### src/hw/rtl/csi_rf_pkg.sv
`timescale 1ns / 1ps
`default_nettype none

package csi_rf_pkg;

    // largest payload a record may announce; longer lengths saturate here
    localparam int MAX_PAYLOAD = 256;

    localparam logic [15:0] CRC_INIT    = 16'hFFFF;
    localparam logic [15:0] CRC_POLY    = 16'h1021;
    localparam logic [31:0] FRAME_MAGIC = 32'h43534921;

    // operation codes
    localparam logic OP_START = 1'b0;
    localparam logic OP_DATA  = 1'b1;

    // byte sequencer positions: 0..12 are the header bytes
    localparam logic [4:0] IDX_HDR_FIRST = 5'd0;
    localparam logic [4:0] IDX_HDR_LAST  = 5'd12;
    localparam logic [4:0] IDX_CRC_LO    = 5'd15;
    localparam logic [4:0] IDX_CRC_HI    = 5'd16;
    localparam logic [4:0] IDX_DATA      = 5'd17;

    // per-item plan decided by the record tracker at accept time
    typedef struct packed {
        logic       emit;       // item produces output bytes
        logic       hdr;        // start item: header bytes, else one data byte
        logic       crc_after;  // the two CRC bytes follow
        logic [8:0] len;        // saturated payload length
    } t_plan;

    // CRC-16, poly 0x1021, MSB first, one byte
    function automatic logic [15:0] crc_byte(input logic [15:0] crc_in,
                                             input logic [7:0]  b);
        logic [15:0] c;
        c = crc_in ^ {b, 8'h00};
        for (int i = 0; i < 8; i++) begin
            if (c[15]) begin
                c = {c[14:0], 1'b0} ^ CRC_POLY;
            end else begin
                c = {c[14:0], 1'b0};
            end
        end
        return c;
    endfunction

endpackage

`default_nettype wire

### src/hw/rtl/csi_rf_track.sv
`timescale 1ns / 1ps
`default_nettype none

module csi_rf_track (
    input  wire                  i_clk,
    input  wire                  i_rst_n,
    input  wire                  i_take,
    input  wire                  i_operation,
    input  wire [8:0]            i_payload_length,
    output csi_rf_pkg::t_plan    o_plan
);
    import csi_rf_pkg::*;

    logic       r_open;
    logic [8:0] r_remaining;
    logic       n_open;
    logic [8:0] n_remaining;
    logic [8:0] len_sat;

    always_comb begin
        if (32'(i_payload_length) > MAX_PAYLOAD) begin
            len_sat = 9'(MAX_PAYLOAD);
        end else begin
            len_sat = i_payload_length;
        end

        o_plan      = '0;
        o_plan.len  = len_sat;
        n_open      = r_open;
        n_remaining = r_remaining;

        if (i_operation == OP_START) begin
            o_plan.emit      = 1'b1;
            o_plan.hdr       = 1'b1;
            o_plan.crc_after = (len_sat == 9'd0);
            n_open           = (len_sat != 9'd0);
            n_remaining      = len_sat;
        end else if (r_open && (r_remaining != 9'd0)) begin
            o_plan.emit      = 1'b1;
            o_plan.crc_after = (r_remaining == 9'd1);
            n_remaining      = r_remaining - 9'd1;
            n_open           = (r_remaining != 9'd1);
        end
    end

    always_ff @(posedge i_clk) begin
        if (!i_rst_n) begin
            r_open      <= 1'b0;
            r_remaining <= '0;
        end else if (i_take) begin
            r_open      <= n_open;
            r_remaining <= n_remaining;
        end
    end

endmodule

`default_nettype wire

### src/hw/rtl/csi_rf_emit.sv
`timescale 1ns / 1ps
`default_nettype none

module csi_rf_emit (
    input  wire                  i_clk,
    input  wire                  i_rst_n,
    input  wire                  i_valid,
    output logic                 o_stall,
    output logic                 o_take,
    input  csi_rf_pkg::t_plan    i_plan,
    input  wire [31:0]           i_round_number,
    input  wire [7:0]            i_sender_id,
    input  wire [7:0]            i_receiver_id,
    input  wire [7:0]            i_strength_byte,
    input  wire [7:0]            i_data_byte,
    output logic                 o_valid,
    input  wire                  i_stall,
    output logic [7:0]           o_out_byte,
    output logic                 o_frame_end
);
    import csi_rf_pkg::*;

    // sequencer control
    logic        r_busy;
    logic [4:0]  r_idx;
    logic        r_crc_after;
    logic [15:0] r_crc;
    // item payload
    logic [31:0] r_round;
    logic [7:0]  r_tx;
    logic [7:0]  r_rx;
    logic [7:0]  r_rssi;
    logic [8:0]  r_len;
    logic [7:0]  r_data;
    // result register
    logic        r_ovalid;
    logic [7:0]  r_obyte;
    logic        r_oend;

    logic        adv;
    logic        last;
    logic        fold;
    logic [7:0]  cur_byte;
    logic [4:0]  n_idx;
    logic [103:0] hdr;

    assign hdr = {7'd0, r_len[8], r_len[7:0], r_rssi, r_rx, r_tx, r_round, FRAME_MAGIC};

    always_comb begin
        adv  = r_busy && (!r_ovalid || !i_stall);
        last = (r_idx == IDX_CRC_HI) ||
               (((r_idx == IDX_HDR_LAST) || (r_idx == IDX_DATA)) && !r_crc_after);
        fold = (r_idx <= IDX_HDR_LAST) || (r_idx == IDX_DATA);

        case (r_idx)
            IDX_CRC_LO: cur_byte = r_crc[7:0];
            IDX_CRC_HI: cur_byte = r_crc[15:8];
            IDX_DATA:   cur_byte = r_data;
            default:    cur_byte = hdr[8 * r_idx[3:0] +: 8];
        endcase

        if ((r_idx == IDX_HDR_LAST) || (r_idx == IDX_DATA)) begin
            n_idx = IDX_CRC_LO;
        end else begin
            n_idx = r_idx + 5'd1;
        end

        o_stall = r_busy && !(adv && last);
        o_take  = i_valid && !o_stall;
    end

    always_ff @(posedge i_clk) begin
        if (!i_rst_n) begin
            r_busy      <= 1'b0;
            r_idx       <= IDX_HDR_FIRST;
            r_crc_after <= 1'b0;
            r_crc       <= CRC_INIT;
            r_ovalid    <= 1'b0;
        end else begin
            if (o_take && i_plan.emit) begin
                r_busy      <= 1'b1;
                r_idx       <= i_plan.hdr ? IDX_HDR_FIRST : IDX_DATA;
                r_crc_after <= i_plan.crc_after;
            end else if (adv) begin
                r_busy <= !last;
                r_idx  <= n_idx;
            end

            if (adv) begin
                if (r_idx == IDX_CRC_HI) begin
                    r_crc <= CRC_INIT;
                end else if (fold) begin
                    r_crc <= crc_byte((r_idx == IDX_HDR_FIRST) ? CRC_INIT : r_crc,
                                      cur_byte);
                end
            end

            if (adv) begin
                r_ovalid <= 1'b1;
            end else if (!i_stall) begin
                r_ovalid <= 1'b0;
            end
        end
    end

    always_ff @(posedge i_clk) begin
        if (o_take && i_plan.emit) begin
            r_round <= i_round_number;
            r_tx    <= i_sender_id;
            r_rx    <= i_receiver_id;
            r_rssi  <= i_strength_byte;
            r_len   <= i_plan.len;
            r_data  <= i_data_byte;
        end
        if (adv) begin
            r_obyte <= cur_byte;
            r_oend  <= (r_idx == IDX_CRC_HI);
        end
    end

    assign o_valid     = r_ovalid;
    assign o_out_byte  = r_obyte;
    assign o_frame_end = r_oend;

endmodule

`default_nettype wire

### src/hw/rtl/csi_record_framer_crc16.sv
// Record framer for a serial byte link, with CRC-16 (poly 0x1021, init 0xFFFF).
// Input channel (i_valid / o_stall): one item per handshake. Operation start
//   opens a record and yields the 13-byte little-endian header (magic, round,
//   sender, receiver, strength, 16-bit length); operation data yields one
//   payload byte. After the last payload byte the CRC follows, low byte first,
//   with o_frame_end set on the high byte. A zero-length start closes at once.
//   Data items with no open record are taken and dropped; a start while a
//   record is open abandons it. Lengths above the maximum saturate.
// Output channel (o_valid / i_stall): one byte per handshake.
// Path: an item taken passes the item register, then the result register,
//   before its first byte shows on o_valid.
// Throughput: one byte per cycle from the byte sequencer unless i_stall holds
//   it; a data item yields 1 byte (3 with its CRC) and a start item 13 or 15 bytes.
//   The next item is taken in the cycle the last byte of the current one
//   moves into the result register.
// Reset (i_rst_n low, synchronous): no record open, CRC at 0xFFFF, output
//   empty. i_stall holds the result byte and the sequencer; o_stall stays high
//   while an item is held, until its last byte enters the result register.
`timescale 1ns / 1ps
`default_nettype none

module csi_record_framer_crc16 (
    input  wire               i_clk,
    input  wire               i_rst_n,
    input  wire               i_valid,
    output logic              o_stall,
    input  wire               i_operation,
    input  wire [31:0]        i_round_number,
    input  wire [7:0]         i_sender_id,
    input  wire [7:0]         i_receiver_id,
    input  wire signed [7:0]  i_signal_strength,
    input  wire [8:0]         i_payload_length,
    input  wire [7:0]         i_data_byte,
    output logic              o_valid,
    input  wire               i_stall,
    output logic [7:0]        o_out_byte,
    output logic              o_frame_end
);
    import csi_rf_pkg::*;

    t_plan plan;
    logic  take;

    // record state: open flag and bytes still expected, decided per item
    csi_rf_track u_track (
        .i_clk            (i_clk),
        .i_rst_n          (i_rst_n),
        .i_take           (take),
        .i_operation      (i_operation),
        .i_payload_length (i_payload_length),
        .o_plan           (plan)
    );

    // byte sequencer with running CRC and result register
    csi_rf_emit u_emit (
        .i_clk           (i_clk),
        .i_rst_n         (i_rst_n),
        .i_valid         (i_valid),
        .o_stall         (o_stall),
        .o_take          (take),
        .i_plan          (plan),
        .i_round_number  (i_round_number),
        .i_sender_id     (i_sender_id),
        .i_receiver_id   (i_receiver_id),
        .i_strength_byte ($unsigned(i_signal_strength)),
        .i_data_byte     (i_data_byte),
        .o_valid         (o_valid),
        .i_stall         (i_stall),
        .o_out_byte      (o_out_byte),
        .o_frame_end     (o_frame_end)
    );

endmodule

`default_nettype wire
### config.mk
export PLATFORM = sky130hd
export DESIGN_NAME = csi_record_framer_crc16
export DESIGN_NICKNAME = d
export VERILOG_FILES = /design/src/hw/rtl/csi_rf_pkg.sv /design/src/hw/rtl/csi_rf_track.sv /design/src/hw/rtl/csi_rf_emit.sv /design/src/hw/rtl/csi_record_framer_crc16.sv
export SDC_FILE = /design/constraint.sdc
export NUM_CORES = 1
export LEC_CHECK = 0
export ABC_AREA = 1
export BUFFER_PORTS_ARGS = -buffer_cell sky130_fd_sc_hd__buf_4
export CORE_MARGIN = 2
export CORE_UTILIZATION = 30
export CTS_CLUSTER_SIZE = 16
export DETAILED_ROUTE_END_ITERATION = 7
export MAX_ROUTING_LAYER = met4
export PLACE_DENSITY_LB_ADDON = 0.12
export RECOVER_POWER = 25
export SKIP_CTS_REPAIR_TIMING = 1
export SYNTH_ARGS = -nofsm -noshare
export SYNTH_HDL_FRONTEND = slang
export SYNTH_SLANG_ARGS = --single-unit
### constraint.sdc
create_clock -name i_clk -period 3.6 [get_ports i_clk]
set_clock_uncertainty 0.2 [all_clocks]
set_input_delay 1.08 -clock i_clk [delete_from_list [all_inputs] [get_ports i_clk]]
set_output_delay 1.08 -clock i_clk [all_outputs]
set_load 0.01 [all_outputs]
# Word level (Yosys, flattened, before mapping)
# Index checks and enable logic that the tools add are counted.
[word_totals]
out_inout_bits = 11
ff_bits = 116
in_bits = 78
[classes]
n_shift = 1
n_reduce_logical = 25
n_addsub = 2
n_mux = 57
n_bitwise = 9
n_eq_ne = 8
magnitude_cmp = 2
[op_table]
columns = ["op", "n"]
rows = [
  ["16-bit two-way mux", 31],
  ["13-bit two-way mux", 8],
  ["104-bit by 8-bit variable part select with 8-bit output", 1],
  ["9-bit two-way mux", 3],
  ["3-bit inverter", 8],
  ["8-bit one-hot mux with 3 select lines", 1],
  ["5-bit two-way mux", 4],
  ["9-bit nonzero test", 2],
  ["16-bit bitwise XOR", 1],
  ["5-bit by 4-bit equality test with 1-bit output (second input constant)", 2],
  ["5-bit equality test (second input constant)", 2],
  ["1-bit two-way mux", 10],
  ["9-bit by 1-bit equality test with 1-bit output (second input constant)", 1],
  ["9-bit greater-than comparator (second input constant)", 1],
  ["9-bit zero test", 1],
  ["9-bit by 1-bit != test with 1-bit output (second input constant)", 1],
  ["9-bit by 1-bit subtractor with 9-bit output (second input constant)", 1],
  ["1-bit logical AND", 7],
  ["1-bit zero test", 6],
  ["5-bit by 1-bit adder with 5-bit output (second input constant)", 1],
  ["5-bit by 4-bit <= comparator with 1-bit output (second input constant)", 1],
  ["5-bit zero test", 1],
  ["1-bit logical OR", 4],
  ["2-bit by 1-bit != test with 1-bit output (second input constant)", 2],
  ["2 further kinds", 4],
]

# Depth between registers and ports, before layout
# Gate-level depths: netlist of the first run.
[depth]
ltp_word = 49
depth_mapped = 19
ltp_nobuf = 18

# Modules after synthesis
# A second synthesis of the first run with hierarchy kept.
[unflattened]
hier_cells = 739
hier_area_um2 = 6004.5
[by_module_without_submodules]
columns = ["mod", "cells_each", "seq_area_each_um2", "area_per_inst_um2", "n_inst"]
rows = [
  ["csi_rf_emit", 589, 2942.8, 5173.7, 1],
  ["csi_rf_track", 150, 200.2, 830.8, 1],
]

# Worst setup path after synthesis of the first run
# Ideal clock, no wire load.
[synth_timing]
path_type = "reg2out"
start = "register u_emit.r_idx[1]"
end = "output o_stall"
path_slack_ns = 0.868
stages_incl_launch_ff = 11
arrival_time_ns = 1.452
required_ns = 2.320
path_cell_list = "dfxtp_1 -> inv_1 -> buf_2 -> ha_1 -> nand4_1 -> nand2_2 -> inv_2 -> o21ai_1 -> nand2_1 -> nand2_2 -> inv_1"
[synth_via]
elab_chain_len = 7
[synth_rtl]
columns = ["element", "line_no", "rtl"]
rows = [
  ["start: declaration", "csi_rf_emit.sv:25", "logic [4:0] r_idx;"],
  ["start signal: assignment", "csi_rf_emit.sv:82", "r_idx <= i_plan.hdr ? IDX_HDR_FIRST : IDX_DATA;"],
  ["start signal: assignment", "csi_rf_emit.sv:86", "r_idx <= n_idx;"],
  ["5-bit by 4-bit equality test with 1-bit output / 5-bit equality test (equally long branches)", "csi_rf_emit.sv:52", "(((r_idx == IDX_HDR_LAST) || (r_idx == IDX_DATA)) && !r_crc_after);"],
  ["1-bit logical OR", "csi_rf_emit.sv:52", ""],
  ["1-bit logical AND", "csi_rf_emit.sv:52", ""],
  ["1-bit logical OR (*)", "csi_rf_emit.sv:51", "last = (r_idx == IDX_CRC_HI) ||"],
  ["1-bit logical AND (*)", "csi_rf_emit.sv:68", "o_stall = r_busy && !(adv && last);"],
  ["1-bit zero test (*)", "csi_rf_emit.sv:68", ""],
  ["1-bit logical AND (*)", "csi_rf_emit.sv:68", ""],
  ["end: declaration", "csi_record_framer_crc16.sv:26", "output logic o_stall,"],
]
# Every way passes the cells marked *; elsewhere a longest branch is shown, timed or not.

# Worst setup path in the final report of the first run
[layout_timing]
start = "register u_emit.r_idx[0]"
end = "output o_stall"
# Same word-level chain as after synthesis.

==> results of run 1 <==
## area by class of cell
type / instances / area share [%]
clock buffers: 22 / 6.16
repair buffers: 101 / 10.2
flip-flops and latches: 116 / 41.7
well taps: 265 / 4.40
inverters: 99 / 5.02
clock inverters: 10 / 2.04
multi-input cells: 473 / 30.4
## worst register-to-register path: stages (launching register included)
cell and delay [ns]:
dfxtp_1 0.33, buf_4 0.21, ha_1 0.22, inv_1 0.07, nor2_1 0.05, ha_1 0.20
inv_1 0.12, nand3_2 0.27, nor2_1 0.23, nand3_2 0.13, nand2_2 0.11, nand2_1 0.07
nand2_2 0.13, nand2_2 0.08, nand3_1 0.09, nand3_1 0.07, nand2_1 0.07, nand2_1 0.05
## state kept, by name, summed over array words and instances (netlist names), 5 cells and up
name / flops
u_emit.r_rx: 8
u_emit.r_rssi: 8
u_emit.r_crc: 16
u_emit.r_round: 32
u_emit.r_len: 9
u_emit.r_data: 8
u_emit.r_tx: 8
u_track.r_remaining: 9
u_emit.o_out_byte: 8
u_emit.r_idx: 5
## kinds of logic after synthesis
kind of cell,synth area share [%]
AND/OR/NAND/NOR,29.6
buffers and inverters,8.78
flip-flops,52.8
AO/OA/AOI/OAI,6.85
adder cells (fa/ha/maj),1.47
XOR/XNOR,0.588
## metrics by stage
stage | worst slack (ns) | std cells | total power [mW] | instance area (µm²)
floorplan | 0.868 | 712 | 2.11 | 5960
global placement | 0.683 | 1054 | 2.35 | 6910
detailed placement | 0.653 | 1054 | 2.36 | 6910
CTS | 0.323 | 1086 | 4.16 | 7530
global route | 0.189 | 1086 | 4.33 | 7530
finish | 0.355 | 1086 | 4.12 | 7530
## layout by cell type, fill, tap and decap left out, types with 3 or more instances in the layout
| cell type | n |
|---|---|
| nand4_1 | 7 |
| o21ai_0 | 28 |
| o21ai_2 | 3 |
| ha_1 | 7 |
| edfxtp_1 | 82 |
| nor2_1 | 47 |
| bufinv_16 | 4 |
| nor3_1 | 5 |
| o21ai_1 | 6 |
| clkbuf_4 | 52 |
| inv_1 | 92 |
| clkbuf_1 | 3 |
| nand3_1 | 87 |
| dfxtp_1 | 34 |
| o211ai_1 | 6 |
| clkbuf_16 | 17 |
| nor2_2 | 3 |
| nand3_2 | 6 |
| inv_2 | 5 |
| nand2_1 | 213 |
| clkinv_2 | 4 |
| a21oi_1 | 13 |
| nand2_2 | 17 |
| a31oi_1 | 3 |
| o22ai_1 | 5 |
| buf_4 | 48 |
## final timing paths
kind | from | endpoint | slack, ns | depth (start not counted)
min | u_track.r_open | u_track.r_open | 0.28 | 2
max | u_emit.r_idx[0] | o_stall | 0.35 | 10
max reg2reg | u_emit.r_idx[0] | u_emit.r_crc[13] | 0.81 | 17
min reg2reg | u_track.r_open | u_track.r_open | 0.28 | 2
## layer usage
layer | track usage, % | wire (µm) | vias to the layer above
met5 | - | 0 | -
met4 | 5.84 | 311 | 0
met3 | 3.21 | 655 | 21
met2 | 26.1 | 7650 | 129
met1 | 20.5 | 7340 | 2361
li1 | - | - | 2529
## power groups by stage
stage	clock [mW]	combinational, mW	sequential, mW
after floorplan	0	0.492	1.62
after global placement	0	0.723	1.63
after detailed placement	0	0.731	1.63
after global routing	1.89	0.824	1.61
after CTS	1.83	0.734	1.60
final	1.79	0.727	1.60
==> results.toml, run 1 <==
[cells_and_area]
area_delta_synth_final_pct = 26.4
num_antenna_cells = 0
nets = 893
layout.filler_cells = 2000
ff_latch_area_um2 = 3140
multi_input_area_um2 = 2290
drive_gt1_share_pct = 21.0
final_util_pct = 38.7

[sta]
fmax_mhz = 308
drv_slew = 0
setup_viol = 0
worst_slew_pin_slew_ns = 0.525
slew_headroom_pct = 65.0
grt_setup_unrepaired = "no"
finalCritPeriodShare_pct = 90.2
hold-worst-slack_ns = 0.279
finalHoldViolCount = 0
finalSetupTns_ns = 0
min_period_ns = 3.25

[synthesis]
avgSynthCellArea_um2 = 8.37
ys_ff_latch = 116
async_reset_ff_share_pct = 0
synth_edf_count = 82
synthFlopType = "edfxtp_1"
post_synth_num_cell_types = 39
synth_warnings = 0
seq_area_frac_synth_pct = 52.8
synth_most_common_cell = "nand2_1"
synth_common_cells = "nand2_1, inv_1, nand3_1"
yosys.area.top_type_share_pct = 41.3
synth.area.top_cells = "edfxtp_1, nand2_1, dfxtp_1"
syn_inst = 712
syn_nets = 797
synth_top_cell_by_area = "edfxtp_1"
netlist_area_um2 = 5960

[pwr]
cell_internal_pwr_mw = 3.00
p_comb_share_pct = 17.7
p_seq_share_pct = 38.9
ir_drop_mv = 0.332
switchingPower_mw = 1.12
sw_frac_of_total_pct = 27.1
powerDensity_nw_per_um2 = 547
power.leakage_nw = 3.48
clkPwrFrac_pct = 43.5

[grt]
first_global_vias = 5114
grt_use_total_pct = 16.3
overflow = 0
grt_pass1_wl_um = 26200
grt_max_degree = 59
antenna_found_initial = 0

[floorplanning]
ios = 89
core_um2 = 19500
die_h_um = 145
rows = 51
die_x_um = 145
initial_core_util_pct = 30.6
die-area_um2 = 21000

[route]
via_per_inst = 4.64
drt_iter0_markers = 329
wl_per_cell_um = 14.7
wl_um = 16000
firstDrtPassIters = 5
ant_nets = 0
vias = 5040
drc = 0

[cts]
worstSkewPairLatency_ns = 0.42
cts_root_buf = "clkbuf_16"
clkTransAtPathRegs_ns = 0.05
cts_buffers = 17
cts.path.max_buffers = 2
tritoncts = "built"
cts_sinks = 116
htree_levels = 4

[flow_run]
maxCapViolCount = 0

[worst_setup_path]
crit_type = "flop to primary output"
cp_slowest_stage_delay_ns = 0.33
crit_chain = "inv_1 > ha_1 > nand4_1 > nand2_2 > inv_2 > o21ai_1 > nand2_1 > nand2_2 > inv_1 > buf_4"
cp_num_buf_inv = 4
critPathLaunchType = "flop"
critPathRequiredTime_ns = 2.32
path_max_fanout = 5
crit_family = "simple AND/OR/NAND/NOR gates"
cp.arrival_ns = 1.97
endpoint_kind = "primary output"
cp_slowest_cell = "dfxtp_1"

[worst_hold_path]
hold_path.class = "flop to flop"

[outcome]
status = "finished, final reports clean"

[place]
io_buffers = 88
hpwl_um = 11700
gp_congestion = 0.834
No activity file was read; power rests on OpenSTA's default activity.
==> inputs of run 2 (changes only) <==
--- a/config.mk
+++ b/config.mk
@@ -7,7 +7,7 @@
 export LEC_CHECK = 0
 export ABC_AREA = 1
 export BUFFER_PORTS_ARGS = -buffer_cell sky130_fd_sc_hd__buf_4
-export CORE_MARGIN = 2
+export CORE_MARGIN = 3
 export CORE_UTILIZATION = 30
 export CTS_CLUSTER_SIZE = 16
 export DETAILED_ROUTE_END_ITERATION = 7
==> run 2 against run 1 <==
Net effect: core utilization rose by 0.52 points; setup slack got worse by 0.065 ns; critical path depth did not move; die area rose by 2.8%; register-to-register slack got worse by 0.12 ns; clock-buffer cell count fell by 4; fmax fell by 2.0%; final cell count fell by 0.74%; power fell by 2.0%; final area fell by 0.65%; clock power fell by 4%; critical endpoint unchanged; largest cell class unchanged.
==> results.toml, run 2 (synthesis results as in run 1) <==
[outcome]
status = "finished, final reports clean"

[pwr]
sw_frac_of_total_pct = 28.4
ir_drop_mv = 0.380
p_seq_share_pct = 39.7
powerDensity_nw_per_um2 = 539
p_comb_share_pct = 17.9
cell_internal_pwr_mw = 2.89
switchingPower_mw = 1.15
power.leakage_nw = 3.44
clkPwrFrac_pct = 42.4

[place]
placed_area_um2 = 6890
gp_congestion = 0.846
io_buffers = 88
hpwl_um = 11700

[grt]
grt_use_total_pct = 15.7
antenna_found_initial = 0
first_global_vias = 5023
overflow = 0
grt_max_degree = 56
grt_pass1_wl_um = 25800

[worst_setup_path]
cp.arrival_ns = 2.03
crit_type = "flop to primary output"
r2r-start = "u_emit.r_idx[0]"
rrSetupSlack_ns = 0.69
timing.rr.end = "u_emit.r_crc[8]"
critPathRequiredTime_ns = 2.32
path_max_fanout = 5
worstRegToRegCells = 17
critPathLaunchType = "flop"
endpoint_kind = "primary output"

[cts]
htree_levels = 4
cts_sinks = 116
cts.path.max_buffers = 2
worstSkewPairLatency_ns = 0.43
cts_buffers = 17
clkTransAtPathRegs_ns = 0.06
cts_root_buf = "clkbuf_16"
tritoncts = "built"

[sta]
slew_headroom_pct = 66.2
worst_slew_pin_slew_ns = 0.507
fmax_mhz = 302
setup_viol = 0
finalHoldViolCount = 0
finalCritPeriodShare_pct = 92.0
finalSetupTns_ns = 0
grt_setup_unrepaired = "no"
min_period_ns = 3.31
drv_slew = 0

[floorplanning]
initial_core_util_pct = 31.2
core_um2 = 19100
die_x_um = 147
die-area_um2 = 21600
ios = 89
rows = 50
die_h_um = 147

[cells_and_area]
post-route-cell-area_um2 = 7480
num_antenna_cells = 0
final_util_pct = 39.2
nets = 891
final_common_cell = "nand2_1"
largest_reg_flops = 32
largest-register = "u_emit.r_round"
area_delta_synth_final_pct = 25.6
drive_gt1_share_pct = 20.9
reg_top3 = "u_emit.r_round (32), u_emit.r_crc (16)"
layout_common_cells = "nand2_1, inv_1, nand3_1"

[route]
wl_um = 16300
firstDrtPassIters = 7
drc = 0
drt_iter0_markers = 327
wl_per_cell_um = 15.1
via_per_inst = 4.60
vias = 4963
ant_nets = 0

[worst_hold_path]
hp-start = "u_track.r_open"
hold_path_end = "u_track.r_open"
hold_path.class = "flop to flop"
min_path_cells = 2

[flow_run]
maxCapViolCount = 0
-- run 2: cell types whose count changed in the layout (fill, tap and decap cells not counted), sizes merged --
cell,change
buf,-2
bufinv,-1
clkbuf,-4
clkinvlp,+4
-- run 2: power by group through the flow --
stage / Sequential (mW) / Combinational (mW) / Clock, mW
finish: 1.60 / 0.722 / 1.71
global route: 1.61 / 0.820 / 1.80
CTS: 1.60 / 0.731 / 1.75
detailed placement: 1.63 / 0.728 / 0
global placement: 1.63 / 0.721 / 0
floorplan: 1.62 / 0.492 / 0
-- run 2: how the worst max path moves through the flow --
stage / from / to / slack, ns / cells after the start
after floorplan: u_emit.r_idx[1] / o_stall / 0.87 / 10
after global placement: i_stall / o_stall / 0.66 / 6
after CTS: u_emit.r_idx[0] / o_stall / 0.26 / 10
after global routing: u_emit.r_idx[0] / o_stall / 0.13 / 10
after detailed placement: i_stall / o_stall / 0.66 / 6
final: u_emit.r_idx[0] / o_stall / 0.29 / 10
-- run 2: final cells by class --
| class | instances | area (µm²) |
|---|---|---|
| Clock inverter | 13 | 161 |
| Sequential cell | 116 | 3140 |
| Inverter | 99 | 378 |
| Timing Repair Buffer | 99 | 756 |
| Tap cell | 260 | 325 |
| Clock buffer | 18 | 429 |
| Fill cell | 1964 | 11600 |
| Multi-Input combinational cell | 473 | 2290 |
-- run 2: critical path, cell delays in order (launching register included) --
cell     delay [ns]
dfxtp_1        0.37
inv_1          0.10
ha_1           0.31
nand4_1        0.16
nand2_2        0.12
inv_2          0.05
o21ai_1        0.13
nand2_1        0.08
nand2_2        0.11
inv_1          0.05
buf_4          0.14
-- run 2: per-stage QoR --
step                      hold slack [ns]  setup slack (ns)  power [mW]  instances
after floorplan                     0.234             0.868        2.11        712
after global placement              0.259             0.658        2.35       1047
after detailed placement            0.263             0.661        2.35       1047
after CTS                           0.272             0.265        4.08       1078
after global routing                0.301             0.127        4.24       1078
final                               0.275             0.290        4.04       1078
-- run 2: metal layers --
layer  wire (µm)  global-route usage (%)  part of all wire [%]  vias up
li1            -                       -                     -     2524
met1        7500                    19.1                    46     2292
met2        7610                    25.1                    47      116
met3         629                    3.58                   3.9       31
met4         525                    7.08                   3.2        0
met5           0                       -                     0        -
==> inputs of run 3 (changes only) <==
--- a/config.mk
+++ b/config.mk
@@ -17,4 +17,5 @@
 export SKIP_CTS_REPAIR_TIMING = 1
 export SYNTH_ARGS = -nofsm -noshare
 export SYNTH_HDL_FRONTEND = slang
+export SYNTH_HIERARCHICAL = 1
 export SYNTH_SLANG_ARGS = --single-unit
==> run 3 against run 2 <==
Net effect: critical path depth fell by 2; sequential cell count did not move; synthesized area rose by 0.80%; power rose by 12%; setup slack improved by 0.045 ns; sequential power rose by 4%; largest cell class unchanged.
==> results.toml, run 3 <==
[worst_setup_path]
crit_type = "flop to primary output"
cp_num_buf_inv = 3
rrSetupSlack_ns = 0.73
timing.rr.end = "u_emit/r_crc[12]"
critPathLaunchType = "flop"
endpoint_kind = "primary output"
r2r-start = "u_emit/r_idx[1]"
cp_slowest_cell = "dfxtp_1"
path_max_fanout = 9
crit_family = "flip-flops"
cp.arrival_ns = 1.99
worstRegToRegCells = 17
critPathRequiredTime_ns = 2.32
cp_slowest_stage_delay_ns = 0.51
crit_chain = "inv_2 > ha_1 > nand3_4 > nand2_2 > a21oi_2 > o21ai_2 > inv_1 > buf_4"

[synthesis]
avgSynthCellArea_um2 = 8.13
synth_warnings = 6
post_synth_num_cell_types = 35
syn_nets = 825
synthFlopType = "edfxtp_1"
netlist_area_um2 = 6000
synth_edf_count = 82
synth_most_common_cell = "nand2_1"
async_reset_ff_share_pct = 0
syn_inst = 739
yosys.area.top_type_share_pct = 41.0
ys_ff_latch = 116
synth.area.top_cells = "edfxtp_1, nand2_1, dfxtp_1"
synth_common_cells = "nand2_1, inv_1, nand3_1"
seq_area_frac_synth_pct = 52.3
synth_top_cell_by_area = "edfxtp_1"

[outcome]
status = "finished, final reports clean"

[cells_and_area]
drive_gt1_share_pct = 19.5
largest-register = "u_emit/r_round"
final_util_pct = 38.9
fin_cells = 1115
final_common_cell = "nand2_1"
layout.filler_cells = 2046
num_antenna_cells = 0
area_delta_synth_final_pct = 26.9
reg_top3 = "u_emit/r_round (32), u_emit/r_crc (16)"
post-route-cell-area_um2 = 7620
layout_common_cells = "nand2_1, inv_1, nand3_1"
largest_reg_flops = 32
nets = 923

[pwr]
fin_total_pwr_mw = 4.51
power.leakage_nw = 3.56
powerDensity_nw_per_um2 = 592
ir_drop_mv = 0.326

[place]
placed_area_um2 = 6980
dp_cells = 1083
gp_congestion = 0.882
io_buffers = 88
hpwl_um = 11800

[route]
wl_per_cell_um = 14.6
ant_nets = 0
vias = 5051
wl_um = 16300
drt_iter0_markers = 277
via_per_inst = 4.53
drc = 0
firstDrtPassIters = 5

[sta]
min_period_ns = 3.27
finalHoldViolCount = 0
worst_slew_pin_slew_ns = 0.701
fmax_mhz = 306
setup_viol = 0
drv_slew = 0
grt_setup_unrepaired = "no"
slew_headroom_pct = 53.1
finalCritPeriodShare_pct = 90.7
finalSetupTns_ns = 0

[cts]
cts_sinks = 116
cts_root_buf = "clkbuf_16"
clkTransAtPathRegs_ns = 0.05
worstSkewPairLatency_ns = 0.42
cts_buffers = 17
tritoncts = "built"
cts.path.max_buffers = 2
htree_levels = 4

[grt]
grt_use_total_pct = 16.0
grt_max_degree = 40
grt_pass1_wl_um = 26300
antenna_found_initial = 0
overflow = 0
first_global_vias = 5066

[flow_run]
maxCapViolCount = 0

[worst_hold_path]
hp-start = "u_emit/r_crc[10]"
hold_path.class = "flop to flop"
min_path_cells = 2
hold_path_end = "u_emit/r_crc[10]"

[floorplanning]
ios = 89
core_um2 = 19600
die_x_um = 147
rows = 51
die-area_um2 = 21700
initial_core_util_pct = 30.7
die_h_um = 147
## run 3: cell count changes in the layout (fill, tap and decap cells not counted), sizes merged, moves of 2 or more
cell and delta:
a21oi +15, a31oi -2, and2 +2, buf +2
bufinv +2, clkinvlp -2, nand2 +34, nand3 -3
nor2 -3, nor3 -2, o211ai -2, o21ai -4
or2 +2
## run 3: how the worst max path moves through the flow
stage | start | end | slack, ns | depth (start not counted)
after floorplan | i_operation | u_emit/r_idx[4] | 0.32 | 13
after global routing | u_emit/r_idx[1] | o_stall | 0.18 | 8
final | u_emit/r_idx[1] | o_stall | 0.33 | 8
after global placement | i_stall | o_stall | 0.54 | 6
after CTS | u_emit/r_idx[1] | o_stall | 0.29 | 8
after detailed placement | i_stall | o_stall | 0.53 | 6
## run 3: report_power, final
part / switching, mW / internal (mW) / leakage (nW)
logic: 0.665 / 0.353 / 2.23
registers: 0.0657 / 1.60 / 1.04
clock network: 0.607 / 1.22 / 0.295
## run 3: through the flow
step           hold WS, ns  setup WS, ns
6_report             0.264         0.335
3_3_place_gp         0.256         0.538
2_1_floorplan        0.237         0.315
3_5_place_dp         0.254         0.533
4_1_cts              0.268         0.288
5_1_grt              0.294         0.185
## run 3: final cells by class
type / instances / area (µm²) / share of cell area, %
flip-flops and latches: 116 / 3140 / 41.3
multi-input cells: 505 / 2370 / 31.2
repair buffers: 101 / 771 / 10.1
clock buffers: 18 / 429 / 5.63
inverters: 96 / 360 / 4.73
well taps: 265 / 332 / 4.35
clock inverters: 14 / 209 / 2.74
## run 3: layer usage
metal	wire [µm]	vias to the layer above	global-route usage, %
met5	0	-	-
met4	261	0	5.31
met3	658	18	3.56
met2	8000	120	26.4
met1	7400	2317	19.5
li1	-	2596	-
## run 3: cell families after synthesis
family | count (synthesis) | share of synthesized area [%]
simple gates | 421 | 30.6
buf+inv | 118 | 8.13
flops | 116 | 52.3
compound gates | 72 | 6.69
fa+ha+maj | 8 | 1.67
xor+xnor | 4 | 0.584
## run 3: worst reg2reg max path, cell delays in order, from the launching register on
cell	delay (ns)
dfxtp_1	0.51
ha_1	0.21
inv_1	0.05
nor2_1	0.11
ha_1	0.39
inv_1	0.15
nand3_2	0.19
nor2_1	0.06
nand3_1	0.13
nand2_1	0.13
nand2_1	0.08
nand2_1	0.08
nand2_1	0.11
nand2_1	0.09
nand2_1	0.07
nand3_1	0.07
nand2_1	0.08
nand2_1	0.05
